**src/design/sbbp_pkg.sv**
```systemverilog
`timescale 1ns / 1ps

package sbbp_pkg;

   // Default build values
   localparam int FFT_POINTS_DEF = 64;
   localparam int COLUMNS_DEF    = 16;
   localparam int NBANDS         = 16;

   // Field widths
   localparam int IDX_W      = 5;
   localparam int MAG_W      = 16;
   localparam int SUM_W      = 21;
   localparam int COL_OUT_W  = 4;
   localparam int BAR_W      = 5;
   localparam int ROW_W      = 4;
   localparam int PEAK_W     = 6;
   localparam int CSR_DATA_W = 16;
   localparam int CSR_IDX_W  = 2;
   localparam int STEP_W     = 2;
   localparam int QUO_W      = 4;

   // Register reset values
   localparam logic [MAG_W-1:0] NOISE_RESET   = 16'd100;
   localparam logic [MAG_W-1:0] DIVISOR_RESET = 16'd50;

   // Peak tracking constants
   localparam logic signed [PEAK_W-1:0] PEAK_EMPTY      = -6'sd1;
   localparam logic signed [PEAK_W-1:0] PEAK_COL1_RESET = 6'sd15;
   localparam logic [ROW_W-1:0]         MAX_ROW         = 4'd15;
   localparam logic [BAR_W-1:0]         MAX_BAR         = 5'd16;

   // Upper bin of each band; the last band runs up to FFT_POINTS/2 - 1
   localparam logic [IDX_W-1:0] BREAKS [NBANDS-1] = '{
      5'd2, 5'd3, 5'd4, 5'd6, 5'd8, 5'd10, 5'd12, 5'd14,
      5'd16, 5'd17, 5'd19, 5'd21, 5'd23, 5'd26, 5'd28
   };

   typedef enum logic [CSR_IDX_W-1:0] {
      CSR_NOISE_THRESHOLD = 2'd0,
      CSR_BAR_DIVISOR     = 2'd1,
      CSR_PEAK_ENABLE     = 2'd2
   } csr_index_type;

   typedef enum logic [2:0] {
      ST_IDLE,
      ST_LOAD,
      ST_SAT,
      ST_DIV,
      ST_EMIT
   } state_type;

   typedef struct packed {
      logic accumulate;
      logic load;
      logic sat_check;
      logic div_step;
      logic emit;
   } ctrl_cmd_type;

   typedef struct packed {
      logic step_last;
      logic col_last;
      logic out_free;
   } dp_status_type;

   // First band whose breakpoint is at or above the bin
   function automatic logic [3:0] band_lookup(input logic [IDX_W-1:0] idx);
      logic [3:0] band;
      band = 4'(NBANDS - 1);
      for (int b = NBANDS - 2; b >= 0; b--) begin
         if (idx <= BREAKS[b]) begin
            band = 4'(b);
         end
      end
      return band;
   endfunction

endpackage

```
**src/design/sbbp_req_if.sv**
```systemverilog
`timescale 1ns / 1ps

interface sbbp_req_if import sbbp_pkg::*; ();
   logic             valid;
   logic             ready;
   logic [IDX_W-1:0] bin_index;
   logic [MAG_W-1:0] magnitude;
   logic             frame_end;

   modport source (output valid, output bin_index, output magnitude, output frame_end,
                   input ready);
   modport sink   (input valid, input bin_index, input magnitude, input frame_end,
                   output ready);
endinterface

```
**src/design/sbbp_rsp_if.sv**
```systemverilog
`timescale 1ns / 1ps

interface sbbp_rsp_if import sbbp_pkg::*; ();
   logic                 valid;
   logic                 ready;
   logic [COL_OUT_W-1:0] column;
   logic [BAR_W-1:0]     bar_height;
   logic [ROW_W-1:0]     peak_row;
   logic                 peak_visible;
   logic                 last_column;

   modport source (output valid, output column, output bar_height, output peak_row,
                   output peak_visible, output last_column, input ready);
   modport sink   (input valid, input column, input bar_height, input peak_row,
                   input peak_visible, input last_column, output ready);
endinterface

```
**src/design/sbbp_ctrl.sv**
```systemverilog
`timescale 1ns / 1ps

module sbbp_ctrl import sbbp_pkg::*; (
   input  logic          clock,
   input  logic          reset,
   input  logic          req_valid,
   input  logic          req_frame_end,
   output logic          req_ready,
   input  dp_status_type status,
   output ctrl_cmd_type  cmd
);

   state_type state_ff;
   state_type state_in;

   always_ff @(posedge clock) begin
      if (reset) begin
         state_ff <= ST_IDLE;
      end else begin
         state_ff <= state_in;
      end
   end

   always_comb begin
      cmd       = '0;
      req_ready = 1'b0;
      state_in  = state_ff;
      unique case (state_ff)
         ST_IDLE: begin
            req_ready = 1'b1;
            if (req_valid) begin
               cmd.accumulate = 1'b1;
               if (req_frame_end) begin
                  state_in = ST_LOAD;
               end
            end
         end
         ST_LOAD: begin
            cmd.load = 1'b1;
            state_in = ST_SAT;
         end
         ST_SAT: begin
            cmd.sat_check = 1'b1;
            state_in      = ST_DIV;
         end
         ST_DIV: begin
            cmd.div_step = 1'b1;
            if (status.step_last) begin
               state_in = ST_EMIT;
            end
         end
         ST_EMIT: begin
            if (status.out_free) begin
               cmd.emit = 1'b1;
               state_in = status.col_last ? ST_IDLE : ST_LOAD;
            end
         end
         default: begin
            state_in = ST_IDLE;
         end
      endcase
   end

endmodule

```
**src/design/sbbp_datapath.sv**
```systemverilog
`timescale 1ns / 1ps

module sbbp_datapath import sbbp_pkg::*; #(
   parameter int FFT_POINTS = FFT_POINTS_DEF,
   parameter int COLUMNS    = COLUMNS_DEF
) (
   input  logic                  clock,
   input  logic                  reset,
   input  ctrl_cmd_type          cmd,
   output dp_status_type         status,
   input  logic                  csr_write_enable,
   input  logic [CSR_IDX_W-1:0]  csr_index,
   input  logic [CSR_DATA_W-1:0] csr_write_data,
   input  logic [IDX_W-1:0]      req_bin_index,
   input  logic [MAG_W-1:0]      req_magnitude,
   input  logic                  rsp_ready,
   output logic                  rsp_valid,
   output logic [COL_OUT_W-1:0]  rsp_column,
   output logic [BAR_W-1:0]      rsp_bar_height,
   output logic [ROW_W-1:0]      rsp_peak_row,
   output logic                  rsp_peak_visible,
   output logic                  rsp_last_column
);

   localparam int HALF  = FFT_POINTS / 2;
   localparam int NCOL  = (COLUMNS < NBANDS) ? COLUMNS : NBANDS;
   localparam int COL_W = $clog2(NCOL);

   // Config registers
   logic [MAG_W-1:0] noise_threshold_ff;
   logic [MAG_W-1:0] bar_divisor_ff;
   logic             peak_enable_ff;

   // Band and peak storage
   logic [SUM_W-1:0]         sums_ff [NCOL];
   logic signed [PEAK_W-1:0] peaks_ff [NCOL];

   // Divider and column walk
   logic [COL_W-1:0]  col_ff;
   logic [SUM_W-1:0]  rem_ff;
   logic [SUM_W-1:0]  dsh_ff;
   logic [QUO_W-1:0]  quo_ff;
   logic              sat_ff;
   logic [STEP_W-1:0] step_ff;

   // Output register
   logic                 rsp_valid_ff;
   logic [COL_OUT_W-1:0] rsp_column_ff;
   logic [BAR_W-1:0]     rsp_bar_ff;
   logic [ROW_W-1:0]     rsp_row_ff;
   logic                 rsp_vis_ff;
   logic                 rsp_last_ff;

   logic [3:0]               band;
   logic [COL_W-1:0]         band_idx;
   logic                     acc_hit;
   logic [SUM_W:0]           sum_add;
   logic [SUM_W-1:0]         sum_sat;
   logic [MAG_W-1:0]         div_eff;
   logic                     rem_ge;
   logic [BAR_W-1:0]         bar;
   logic signed [PEAK_W-1:0] peak_cur;
   logic signed [PEAK_W-1:0] peak_new;
   logic signed [PEAK_W-1:0] bar_s;
   logic [ROW_W-1:0]         row;
   logic                     vis;
   logic                     col_last;
   logic                     out_free;

   // Accumulate path: band decode, read, saturating add
   always_comb begin
      band     = band_lookup(req_bin_index);
      band_idx = band[COL_W-1:0];
      acc_hit  = (req_bin_index >= IDX_W'(2)) && (32'(req_bin_index) < HALF)
                 && (req_magnitude > noise_threshold_ff) && (32'(band) < NCOL);
      sum_add  = {1'b0, sums_ff[band_idx]} + (SUM_W+1)'(req_magnitude);
      sum_sat  = sum_add[SUM_W] ? '1 : sum_add[SUM_W-1:0];
   end

   // Divide path
   assign div_eff = (bar_divisor_ff == '0) ? MAG_W'(1) : bar_divisor_ff;
   assign rem_ge  = (rem_ff >= dsh_ff);
   assign bar     = sat_ff ? MAX_BAR : {1'b0, quo_ff};

   // Falling peak
   always_comb begin
      peak_cur = peaks_ff[col_ff];
      bar_s    = $signed({1'b0, bar});
      if (bar_s > peak_cur) begin
         peak_new = bar_s;
      end else if (peak_cur > PEAK_EMPTY) begin
         peak_new = peak_cur - PEAK_W'(1);
      end else begin
         peak_new = peak_cur;
      end
      vis = 1'b0;
      row = '0;
      if (peak_enable_ff && (peak_new > 0)) begin
         vis = 1'b1;
         row = (peak_new > $signed({2'b00, MAX_ROW})) ? MAX_ROW : peak_new[ROW_W-1:0];
      end
   end

   assign col_last = (col_ff == COL_W'(NCOL - 1));
   assign out_free = !rsp_valid_ff || rsp_ready;

   assign status.step_last = (step_ff == '0);
   assign status.col_last  = col_last;
   assign status.out_free  = out_free;

   always_ff @(posedge clock) begin
      if (reset) begin
         noise_threshold_ff <= NOISE_RESET;
         bar_divisor_ff     <= DIVISOR_RESET;
         peak_enable_ff     <= 1'b0;
      end else if (csr_write_enable) begin
         unique case (csr_index)
            CSR_NOISE_THRESHOLD: noise_threshold_ff <= csr_write_data;
            CSR_BAR_DIVISOR:     bar_divisor_ff     <= csr_write_data;
            CSR_PEAK_ENABLE:     peak_enable_ff     <= csr_write_data[0];
            default: ;
         endcase
      end
   end

   always_ff @(posedge clock) begin
      if (reset) begin
         for (int i = 0; i < NCOL; i++) begin
            sums_ff[i]  <= '0;
            peaks_ff[i] <= (i == 1) ? PEAK_COL1_RESET : PEAK_EMPTY;
         end
      end else begin
         if (cmd.accumulate && acc_hit) begin
            sums_ff[band_idx] <= sum_sat;
         end
         if (cmd.load) begin
            sums_ff[col_ff] <= '0;
         end
         if (cmd.emit && peak_enable_ff) begin
            peaks_ff[col_ff] <= peak_new;
         end
      end
   end

   always_ff @(posedge clock) begin
      if (reset) begin
         col_ff <= '0;
      end else if (cmd.emit) begin
         col_ff <= col_last ? '0 : col_ff + COL_W'(1);
      end
   end

   // Saturating restoring divide: range check, then four quotient bits
   always_ff @(posedge clock) begin
      if (cmd.load) begin
         rem_ff <= sums_ff[col_ff];
         quo_ff <= '0;
         sat_ff <= 1'b0;
      end else if (cmd.sat_check) begin
         dsh_ff  <= {2'b00, div_eff, 3'b000};
         step_ff <= '1;
         if (rem_ff >= {1'b0, div_eff, 4'b0000}) begin
            sat_ff <= 1'b1;
            rem_ff <= '0;
         end
      end else if (cmd.div_step) begin
         if (rem_ge) begin
            rem_ff <= rem_ff - dsh_ff;
         end
         quo_ff  <= {quo_ff[QUO_W-2:0], rem_ge};
         dsh_ff  <= dsh_ff >> 1;
         step_ff <= step_ff - STEP_W'(1);
      end
   end

   always_ff @(posedge clock) begin
      if (reset) begin
         rsp_valid_ff <= 1'b0;
      end else if (cmd.emit) begin
         rsp_valid_ff <= 1'b1;
      end else if (rsp_ready) begin
         rsp_valid_ff <= 1'b0;
      end
   end

   always_ff @(posedge clock) begin
      if (cmd.emit) begin
         rsp_column_ff <= COL_OUT_W'(col_ff);
         rsp_bar_ff    <= bar;
         rsp_row_ff    <= row;
         rsp_vis_ff    <= vis;
         rsp_last_ff   <= col_last;
      end
   end

   assign rsp_valid        = rsp_valid_ff;
   assign rsp_column       = rsp_column_ff;
   assign rsp_bar_height   = rsp_bar_ff;
   assign rsp_peak_row     = rsp_row_ff;
   assign rsp_peak_visible = rsp_vis_ff;
   assign rsp_last_column  = rsp_last_ff;

   a_emit_free: assert property (@(posedge clock) disable iff (reset)
      cmd.emit |-> out_free)
      else $error("emit while output register is held");

   a_sum_clear: assert property (@(posedge clock) disable iff (reset)
      cmd.load |=> (sums_ff[$past(col_ff)] == '0))
      else $error("band sum not cleared after load");

   a_bar_max: assert property (@(posedge clock) disable iff (reset)
      rsp_valid_ff |-> (rsp_bar_ff <= MAX_BAR))
      else $error("bar height above saturation");

   a_last_col: assert property (@(posedge clock) disable iff (reset)
      (rsp_valid_ff && rsp_last_ff) |-> (rsp_column_ff == COL_OUT_W'(NCOL - 1)))
      else $error("last column flag on wrong column");

endmodule

```
**src/design/spectrum_band_bars_peak_hold.sv**
```systemverilog
`timescale 1ns / 1ps

// Spectrum band bars with falling peak hold. Requests carry one FFT magnitude
// bin each; bins 2 .. FFT_POINTS/2-1 above the noise threshold add into one of
// up to 16 bands (saturating at 2^21-1). Ordinary bins are taken one per clock
// while no frame is being processed. A request with frame_end set is
// accumulated and then holds req_bus.ready low while each of the
// min(COLUMNS,16) columns is processed in turn (load, range check, four
// restoring divide steps, emit), and it stays low longer while rsp_bus.ready
// is held low. All columns share one divider that works out one quotient bit
// per cycle. Each column yields one response: bar height = sum / bar_divisor
// (0 acts as 1), saturated at 16, plus an optional falling peak row; the band
// sum clears as the column is read. Config is to be written through the csr_
// port while no frame is being emitted; the block itself does not enforce this.

module spectrum_band_bars_peak_hold import sbbp_pkg::*; #(
   parameter int FFT_POINTS = FFT_POINTS_DEF,
   parameter int COLUMNS    = COLUMNS_DEF
) (
   input  logic                  clock,
   input  logic                  reset,
   sbbp_req_if.sink              req_bus,
   sbbp_rsp_if.source            rsp_bus,
   input  logic                  csr_write_enable,
   input  logic [CSR_IDX_W-1:0]  csr_index,
   input  logic [CSR_DATA_W-1:0] csr_write_data
);

   ctrl_cmd_type  cmd;
   dp_status_type status;

   // Sequencer: accepts bins, walks the columns on frame end
   sbbp_ctrl u_ctrl (
      .clock         (clock),
      .reset         (reset),
      .req_valid     (req_bus.valid),
      .req_frame_end (req_bus.frame_end),
      .req_ready     (req_bus.ready),
      .status        (status),
      .cmd           (cmd)
   );

   // Band sums, divider, peaks, response register
   sbbp_datapath #(
      .FFT_POINTS (FFT_POINTS),
      .COLUMNS    (COLUMNS)
   ) u_datapath (
      .clock            (clock),
      .reset            (reset),
      .cmd              (cmd),
      .status           (status),
      .csr_write_enable (csr_write_enable),
      .csr_index        (csr_index),
      .csr_write_data   (csr_write_data),
      .req_bin_index    (req_bus.bin_index),
      .req_magnitude    (req_bus.magnitude),
      .rsp_ready        (rsp_bus.ready),
      .rsp_valid        (rsp_bus.valid),
      .rsp_column       (rsp_bus.column),
      .rsp_bar_height   (rsp_bus.bar_height),
      .rsp_peak_row     (rsp_bus.peak_row),
      .rsp_peak_visible (rsp_bus.peak_visible),
      .rsp_last_column  (rsp_bus.last_column)
   );

endmodule

```
**src/flat_wrapper.sv**
```systemverilog
// flat-port wrapper written by rule: the top's interface ports become plain ports
module spectrum_band_bars_peak_hold_flat import sbbp_pkg::*;
#(
   parameter int FFT_POINTS = FFT_POINTS_DEF,
   parameter int COLUMNS    = COLUMNS_DEF
)
  (clock, reset, csr_write_enable, csr_index, csr_write_data, req_bus_valid, req_bus_bin_index, req_bus_magnitude, req_bus_frame_end, req_bus_ready, rsp_bus_valid, rsp_bus_column, rsp_bus_bar_height, rsp_bus_peak_row, rsp_bus_peak_visible, rsp_bus_last_column, rsp_bus_ready);
  sbbp_req_if req_bus_i ();
  sbbp_rsp_if rsp_bus_i ();
  input  logic clock;
  input  logic reset;
  input  logic csr_write_enable;
  input  logic [CSR_IDX_W-1:0] csr_index;
  input  logic [CSR_DATA_W-1:0] csr_write_data;
  input wire logic [$bits(req_bus_i.valid)-1:0] req_bus_valid;
  input wire logic [$bits(req_bus_i.bin_index)-1:0] req_bus_bin_index;
  input wire logic [$bits(req_bus_i.magnitude)-1:0] req_bus_magnitude;
  input wire logic [$bits(req_bus_i.frame_end)-1:0] req_bus_frame_end;
  output wire logic [$bits(req_bus_i.ready)-1:0] req_bus_ready;
  output wire logic [$bits(rsp_bus_i.valid)-1:0] rsp_bus_valid;
  output wire logic [$bits(rsp_bus_i.column)-1:0] rsp_bus_column;
  output wire logic [$bits(rsp_bus_i.bar_height)-1:0] rsp_bus_bar_height;
  output wire logic [$bits(rsp_bus_i.peak_row)-1:0] rsp_bus_peak_row;
  output wire logic [$bits(rsp_bus_i.peak_visible)-1:0] rsp_bus_peak_visible;
  output wire logic [$bits(rsp_bus_i.last_column)-1:0] rsp_bus_last_column;
  input wire logic [$bits(rsp_bus_i.ready)-1:0] rsp_bus_ready;
  assign req_bus_i.valid = req_bus_valid;
  assign req_bus_i.bin_index = req_bus_bin_index;
  assign req_bus_i.magnitude = req_bus_magnitude;
  assign req_bus_i.frame_end = req_bus_frame_end;
  assign req_bus_ready = req_bus_i.ready;
  assign rsp_bus_valid = rsp_bus_i.valid;
  assign rsp_bus_column = rsp_bus_i.column;
  assign rsp_bus_bar_height = rsp_bus_i.bar_height;
  assign rsp_bus_peak_row = rsp_bus_i.peak_row;
  assign rsp_bus_peak_visible = rsp_bus_i.peak_visible;
  assign rsp_bus_last_column = rsp_bus_i.last_column;
  assign rsp_bus_i.ready = rsp_bus_ready;
  spectrum_band_bars_peak_hold #(.FFT_POINTS(FFT_POINTS), .COLUMNS(COLUMNS)) u_core (.clock(clock), .reset(reset), .req_bus(req_bus_i), .rsp_bus(rsp_bus_i), .csr_write_enable(csr_write_enable), .csr_index(csr_index), .csr_write_data(csr_write_data));
endmodule
```
**config.mk**
```make
export PLATFORM = sky130hd
export DESIGN_NAME = spectrum_band_bars_peak_hold_flat
export DESIGN_NICKNAME = d
export VERILOG_FILES = /design/src/design/sbbp_pkg.sv /design/src/design/sbbp_req_if.sv /design/src/design/sbbp_rsp_if.sv /design/src/design/sbbp_ctrl.sv /design/src/design/sbbp_datapath.sv /design/src/design/spectrum_band_bars_peak_hold.sv /design/src/flat_wrapper.sv
export SDC_FILE = /design/constraint.sdc
export NUM_CORES = 1
export LEC_CHECK = 0
export ABC_AREA = 1
export ABC_CLOCK_PERIOD_IN_PS = 7750
export BUFFER_PORTS_ARGS = -buffer_cell sky130_fd_sc_hd__buf_2
export CORE_UTILIZATION = 40
export CTS_BUF_LIST = sky130_fd_sc_hd__clkbuf_4 sky130_fd_sc_hd__clkbuf_8 sky130_fd_sc_hd__clkbuf_16
export CTS_CLUSTER_DIAMETER = 120
export DETAILED_ROUTE_END_ITERATION = 8
export HOLD_SLACK_MARGIN = 0.15
export SLEW_MARGIN = 30
export SYNTH_ARGS = -nofsm -noshare
export SYNTH_HDL_FRONTEND = slang
export SYNTH_SLANG_ARGS = --single-unit
```
**constraint.sdc**
```tcl
create_clock -name clock -period 7.75 [get_ports clock]
set_clock_uncertainty 0.15 [all_clocks]
set_input_delay 1.55 -clock clock [delete_from_list [all_inputs] [get_ports clock]]
set_output_delay 1.55 -clock clock [all_outputs]
set_load 0.1 [all_outputs]
```
==> flow_summary.toml, run 1 <==
[status]
status = "completed"

[floorplanning]
die_w_um = 276
rows = 99
start_util = 0.407
ios = 62
coreArea_um2 = 73500
die_area_um2 = 75900
die_h_um = 276

[synth]
synth-compound-area-share = 0.169
synth_edf_count = 489
synth_fa_ha_area_frac = 0.0339
synthDistinctLibCells = 53
yosys.area_share.simple = 0.188
syn_nets = 3537
synthCells = 3412
synthArstFlopShare = 0
synth_top_family_by_area = "simple AND/OR/NAND/NOR gates"
synth_warnings = 0
synthXorXnorAreaFrac = 0.00790
syn_area_per_cell_um2 = 8.77
netlist_area_um2 = 29900
synth.area.mux_share = 0
synth_flop_cell = "edfxtp_1"
ys_seq_area_frac = 0.524
synth.ff_latch_count = 539

[finish]
nNetsFinal = 3527
regArea_um2 = 15700
multiInputGateArea_um2 = 12000
final.fill_count = 7012
area_delta_synth_final_pct = 12.3
drive_above_1_share = 0.121
final_area_um2 = 33600

[routing]
ant_nets = 0
vias = 24800
drc_errors = 0
via_per_inst = 5.62
avgRoutedWirePerCell_um = 22.0
first_iter_violations = 3118
wirelength_um = 97000
firstDrtPassIters = 6

[sta]
holdWs_ns = 0.315
slew_headroom = 0.344
fin_tns_setup_ns = 0
fmax_mhz = 152
layout_worst_path_cycle_share = 0.851
fin_crit_ns = 6.59
setup_viol = 0
tightestPinTransition_ns = 0.982
drv_slew = 0
rsz0062_at_grt = "false"
hold_viol = 0

[grt]
use_met3 = 0.0411
grt_pass1_vias = 23000
grt_start_max_net_pins = 132
gr-max-usage-layer = "met2"
grt.total_usage = 0.253
antenna_found_initial = 1
grt_pass1_wl_um = 144000
overflow = 0
use_met1 = 0.336
use_met2 = 0.414

[clock_network]
cts.repair.resized = 0
cts_tree = "yes"
cts.clk_slew.worst_paths_ns = 0.06
cts_buffers = 58
clk_latency_ns = 0.66
post_cts_buffers = 0
cts_hold_buf = 0
cts_sinks = 539
root_buffer = "clkbuf_16"
clk_path_buf_depth = 3
htree_levels = 2

[critical_path]
cp-end-kind = "flip-flop"
worst_ep_arrival_time_ns = 6.81
crit_fanout = 59
startpoint = "req_bus_bin_index[1]"
worst_setup_path_start_kind = "input pin"
required_ns = 7.97
critPathMaxStageDelay_ns = 0.39
cp_slowest_cell = "fa_1"
path_common_cell = "nand2_1"
worstSetupPathType = "in -> reg"
r2r_slack_ns = 2.66

[pwr]
clockPowerShare = 0.298
switching_power_w = 0.00422
worst_ir_drop_vdd_mv = 0.169
power.density_nw_per_um2 = 324
switching_share = 0.387
p_leak_nw = 12.4
p_seq_frac = 0.343
intPower_w = 0.00668
power_frac_comb = 0.359

[flow_run]
drv_cap = 0

[place]
port_buffers = 61
dpl_cell_area_um2 = 31300
post-dp-hpwl_um = 61100
gp_congestion = 0.902

[min_path]
min_path_type = "reg -> reg"
holdCritStartpoint = "u_core.u_datapath.noise_threshold_ff[15]"
through the flow:
step / utilization / worst slack, ns / total power, W / std cells
2_1_floorplan: - / 1.13 / 0.00647 / 3412
6_report: 0.458 / 1.16 / 0.0109 / 4413
4_1_cts: 0.457 / 1.25 / 0.0109 / 4411
3_5_place_dp: 0.427 / 0.603 / 0.00764 / 4301
3_3_place_gp: 0.426 / 0.652 / 0.00761 / 4300
5_1_grt: 0.458 / 0.727 / 0.0114 / 4411
worst max-delay path: cells and delay by family:
kind | cells | cell delay, ns
buf+inv | 9 | 1.09
xor+xnor | 1 | 0.21
simple gates | 13 | 1.62
fa+ha+maj | 2 | 0.59
compound gates | 10 | 1.62
cells in the final DEF, fill, tap and decap left out, types with 9 or more instances in the layout:
cell type and n:
nand2_1 508, edfxtp_1 489, nor2_1 428, o21ai_0 414
inv_1 313, a21oi_1 244, nand3_1 242, buf_4 100
o211ai_1 97, nor2_2 89, ha_1 78, clkbuf_16 61
buf_2 61, o221ai_1 47, dfxtp_1 47, xor2_1 21
bufinv_16 15, o22ai_1 14, nor3_1 13, nand4_1 12
clkinv_2 12, inv_2 10, o21ai_4 10, clkinv_1 9
nand3b_1 9
synth_stat cells, types with 5 or more instances:
library cell / n / area (µm²)
nor3_1: 13 / 65.1
buf_6: 13 / 146
ha_1: 78 / 976
nor2_2: 88 / 551
clkbuf_1: 171 / 642
edfxtp_1: 489 / 14700
nand3b_1: 9 / 67.6
o21ai_0: 417 / 2090
buf_1: 19 / 71.3
xor2_1: 21 / 184
o21ai_2: 7 / 61.3
nand4_1: 12 / 75.1
dfxtp_1: 50 / 1000
o21ai_4: 10 / 163
inv_1: 318 / 1190
clkinv_1: 7 / 26.3
nor2_1: 430 / 1610
nor4_1: 5 / 31.3
nand2_1: 508 / 1910
a21oi_1: 247 / 1240
inv_2: 5 / 18.8
nand2_2: 6 / 37.5
o22ai_1: 14 / 87.6
a31oi_1: 5 / 31.3
o221ai_1: 47 / 412
nand3_1: 242 / 1210
xnor2_1: 6 / 52.6
buf_2: 31 / 155
o211ai_1: 97 / 728
cell type report:
class | count | share of cell area
clock inverters | 40 | 0.0189
clock buffers | 70 | 0.0482
well taps | 959 | 0.0357
multi-input cells | 2303 | 0.356
diodes | 2 | 0.000149
inverters | 331 | 0.0373
repair buffers | 169 | 0.0364
flip-flops and latches | 539 | 0.467
power by group through the flow:
| stage | combinational [W] | sequential [W] | clock (W) |
|---|---|---|---|
| floorplan | 0.00264 | 0.00383 | 0 |
| global placement | 0.00382 | 0.00379 | 0 |
| detailed placement | 0.00385 | 0.00379 | 0 |
| CTS | 0.00387 | 0.00373 | 0.00328 |
| global route | 0.00429 | 0.00377 | 0.00338 |
| finish | 0.00391 | 0.00374 | 0.00325 |
sequential cells by signal, indices dropped and copies added (netlist names), named ones only:
register and cells:
u_core.u_ctrl.state_ff 3, u_core.u_datapath.bar_divisor_ff 16, u_core.u_datapath.col_ff 4, u_core.u_datapath.dsh_ff 19, u_core.u_datapath.noise_threshold_ff 16, u_core.u_datapath.peak_enable_ff 1, u_core.u_datapath.peaks_ff 96, u_core.u_datapath.quo_ff 4
u_core.u_datapath.rem_ff 21, u_core.u_datapath.rsp_bar_height 5, u_core.u_datapath.rsp_column 4, u_core.u_datapath.rsp_last_column 1, u_core.u_datapath.rsp_peak_row 4, u_core.u_datapath.rsp_peak_visible 1, u_core.u_datapath.rsp_valid 1, u_core.u_datapath.sat_ff 1
u_core.u_datapath.step_ff 2, u_core.u_datapath.sums_ff 336
kinds of logic after synthesis:
group / count (synthesis)
AND/OR/NAND/NOR: 1320
buffers and inverters: 570
flip-flops: 539
adder cells (fa/ha/maj): 80
XOR/XNOR: 27
AO/OA/AOI/OAI: 876
worst paths after layout:
check                                             endpoint  cells past startpoint
setup / recovery          u_core.u_datapath.sums_ff[6][16]                     35
hold / removal    u_core.u_datapath.noise_threshold_ff[15]                      2
setup reg to reg         u_core.u_datapath.rsp_peak_row[0]                     17
hold reg to reg   u_core.u_datapath.noise_threshold_ff[15]                      2
per-layer routing:
layer | part of all wire | wire length [µm]
met1 | 0.42 | 40600
met2 | 0.46 | 45000
met3 | 0.084 | 8190
met4 | 0.033 | 3190
met5 | 0 | 0
(Power assumes the default switching activity.)
==> inputs of run 2 (changes only) <==
Settings changed: ABC_AREA 1 to not set.
==> run 2 against run 1 <==
Power shrank 29%. Register-to-register slack lost 0.02 ns. Via count shrank 8.2%. Core utilization shrank 0.30 points. Cell count shrank 15%. Combinational power shrank 64%. Sequential power shrank 9.6%. Non-clock buffer count shrank 26. Critical endpoint is now u_core.u_datapath.sums_ff[5][18]. Clock power shrank 7.7%. Count of clock-buffer cells in the layout grew 9. Final area shrank 1.3%.
==> flow_summary.toml, run 2 <==
[critical_path]
r2r_slack_ns = 2.64
worstSetupPathType = "in -> reg"
cp-end-kind = "flip-flop"
crit_fanout = 19
reg2regPathDepth = 12
worst_ep_arrival_time_ns = 6.98
startpoint = "req_bus_bin_index[4]"
crit_path_cell_trace = "buf_2 -> buf_4 -> nor2b_1 -> o21ai_1 -> o21a_2 -> and3_1 -> a311oi_1 -> a311oi_1 -> a31oi_1 -> ha_1 -> fa_1 -> a211o_1 -> o211ai_1 -> a211oi_1 -> o31ai_1 -> nor2b_1 -> o21ai_0 -> and4_1 -> nor3_1 -> buf_4 -> nor2_1"
required_ns = 7.94
cp_slowest_cell = "o31ai_1"
critPathMaxStageDelay_ns = 0.48
r2r_end = "u_core.u_datapath.rsp_peak_visible"
endpoint = "u_core.u_datapath.sums_ff[5][18]"
worst_setup_path_start_kind = "input pin"

[finish]
drive_above_1_share = 0.167
final_common_cell = "nand2_1"
post_layout_nonfiller_instances = 3738
regMostFlops = "u_core.u_datapath.sums_ff"
nNetsFinal = 2856
area_delta_synth_final_pct = 12.3
layout_common_cells = "nand2_1 (510), edfxtp_1 (489), nor2_1 (403)"
largestRegisters = "u_core.u_datapath.sums_ff: 336 flops, u_core.u_datapath.peaks_ff: 96 flops, u_core.u_datapath.rem_ff: 21 flops"
largest_register_ffs = 336
antenna_cells = 0
final.fill_count = 6658
final_area_um2 = 33200

[synth]
synth.ff_latch_count = 539
synth_most_common_cell = "nand2_1"
synth_edf_count = 489
ys_top_cells_by_area = "edfxtp_1 (50%), mux4_2 (10%), nand2_1 (6.6%)"
synth_warnings = 0
synthDistinctLibCells = 73
syn_area_per_cell_um2 = 10.8
syn_nets = 2850
synthCells = 2725
synthArstFlopShare = 0
netlist_top_cells_count = "nand2_1 (521), edfxtp_1 (489), nor2_1 (404)"
ys_seq_area_frac = 0.531
yosysTopAreaCell = "edfxtp_1"
synth_flop_cell = "edfxtp_1"
netlist.area_leader.share = 0.497
netlist_area_um2 = 29500

[floorplanning]
die_w_um = 274
die_area_um2 = 74900
coreArea_um2 = 73000
ios = 62
die_h_um = 274
start_util = 0.405
rows = 99

[pwr]
switching_power_w = 0.00222
clockPowerShare = 0.386
p_leak_nw = 11.6
worst_ir_drop_vdd_mv = 0.147
power.density_nw_per_um2 = 234
p_seq_frac = 0.435
power_frac_comb = 0.179
intPower_w = 0.00554
switching_share = 0.286

[sta]
drv_slew = 0
finalWorstSetupSlack_ns = 0.955
tightestPinTransition_ns = 0.997
fin_crit_ns = 6.79
setup_viol = 0
layout_worst_path_cycle_share = 0.877
slew_headroom = 0.333
fmax_mhz = 147
rsz0062_at_grt = "false"
fin_tns_setup_ns = 0
hold_viol = 0

[min_path]
min_path_type = "reg -> reg"

[grt]
grt_pass1_wl_um = 139000
grt_pass1_vias = 22200
grt_start_max_net_pins = 76
grt.total_usage = 0.248
overflow = 0
antenna_found_initial = 0

[clock_network]
clk_path_buf_depth = 3
cts_sinks = 539
cts.clk_slew.worst_paths_ns = 0.06
htree_levels = 2
clk_latency_ns = 0.64
cts_tree = "yes"
cts_hold_buf = 0
post_cts_buffers = 0
cts.repair.resized = 0
cts_buffers = 58
root_buffer = "clkbuf_16"

[flow_run]
drv_cap = 0

[place]
dpl_cell_area_um2 = 31100
post-dp-hpwl_um = 59400
port_buffers = 61
gp_congestion = 0.928
place_ws_ns = 0.403
placed_cells = 3630

[status]
status = "completed"

[routing]
via_per_inst = 6.10
ant_nets = 0
drc_errors = 0
avgRoutedWirePerCell_um = 25.2
vias = 22800
firstDrtPassIters = 7
first_iter_violations = 2952
wirelength_um = 94200
[run 2: metrics by stage]
step,utilization,power (W),hold WS [ns]
floorplan,-,0.00439,0.258
global placement,0.425,0.00476,0.275
detailed placement,0.426,0.00479,0.282
CTS,0.454,0.00775,0.291
global route,0.455,0.00800,0.316
finish,0.455,0.00776,0.288
[run 2: layout make-up]
cell class | count | area (µm²) | share of cell area
tap | 959 | 1200 | 0.0362
sequential | 539 | 15700 | 0.473
timing repair buffer | 143 | 1020 | 0.0307
inverter | 74 | 278 | 0.00837
clock inverter | 29 | 348 | 0.0105
clock buffer | 79 | 1730 | 0.0521
multi-input combinational | 1915 | 12900 | 0.389
[run 2: worst min-delay path by stage]
stage / start / end / slack, ns / cells past startpoint
5_1_grt: u_core.u_datapath.quo_ff[3] / u_core.u_datapath.quo_ff[3] / 0.32 / 2
6_report: u_core.u_datapath.quo_ff[3] / u_core.u_datapath.quo_ff[3] / 0.29 / 2
2_1_floorplan: u_core.u_datapath.quo_ff[3] / u_core.u_datapath.quo_ff[3] / 0.26 / 2
4_1_cts: u_core.u_datapath.quo_ff[3] / u_core.u_datapath.quo_ff[3] / 0.29 / 2
3_5_place_dp: u_core.u_datapath.quo_ff[3] / u_core.u_datapath.quo_ff[3] / 0.28 / 2
3_3_place_gp: u_core.u_datapath.quo_ff[3] / u_core.u_datapath.quo_ff[3] / 0.28 / 2
[run 2: layer usage]
metal,vias up,GRT usage,part of all wire
met4,0,0.111,0.043
met2,1371,0.398,0.47
met3,273,0.0476,0.10
li1,9949,-,-
met1,11200,0.326,0.39
met5,-,0,0
[run 2: logic make-up after synthesis]
family / synth area share
adder cells (fa/ha/maj): 0.0344
XOR/XNOR: 0.0107
AND/OR/NAND/NOR: 0.182
flip-flops: 0.531
multiplexers: 0.109
AO/OA/AOI/OAI: 0.0939
buffers and inverters: 0.0383
[run 2: worst max-delay path: cells and delay by family]
family          cells  cell delay (ns)
compound gates     10             2.77
fa+ha+maj           2             0.74
buf+inv             3             0.69
simple gates        6             1.22
[run 2: power by group through the flow]
stage | Combinational [W] | Clock (W) | Sequential (W)
after global routing | 0.00149 | 0.00312 | 0.00339
final | 0.00139 | 0.00300 | 0.00338
after detailed placement | 0.00135 | 0 | 0.00343
after global placement | 0.00133 | 0 | 0.00343
after floorplan | 0.000982 | 0 | 0.00341
after CTS | 0.00136 | 0.00302 | 0.00337
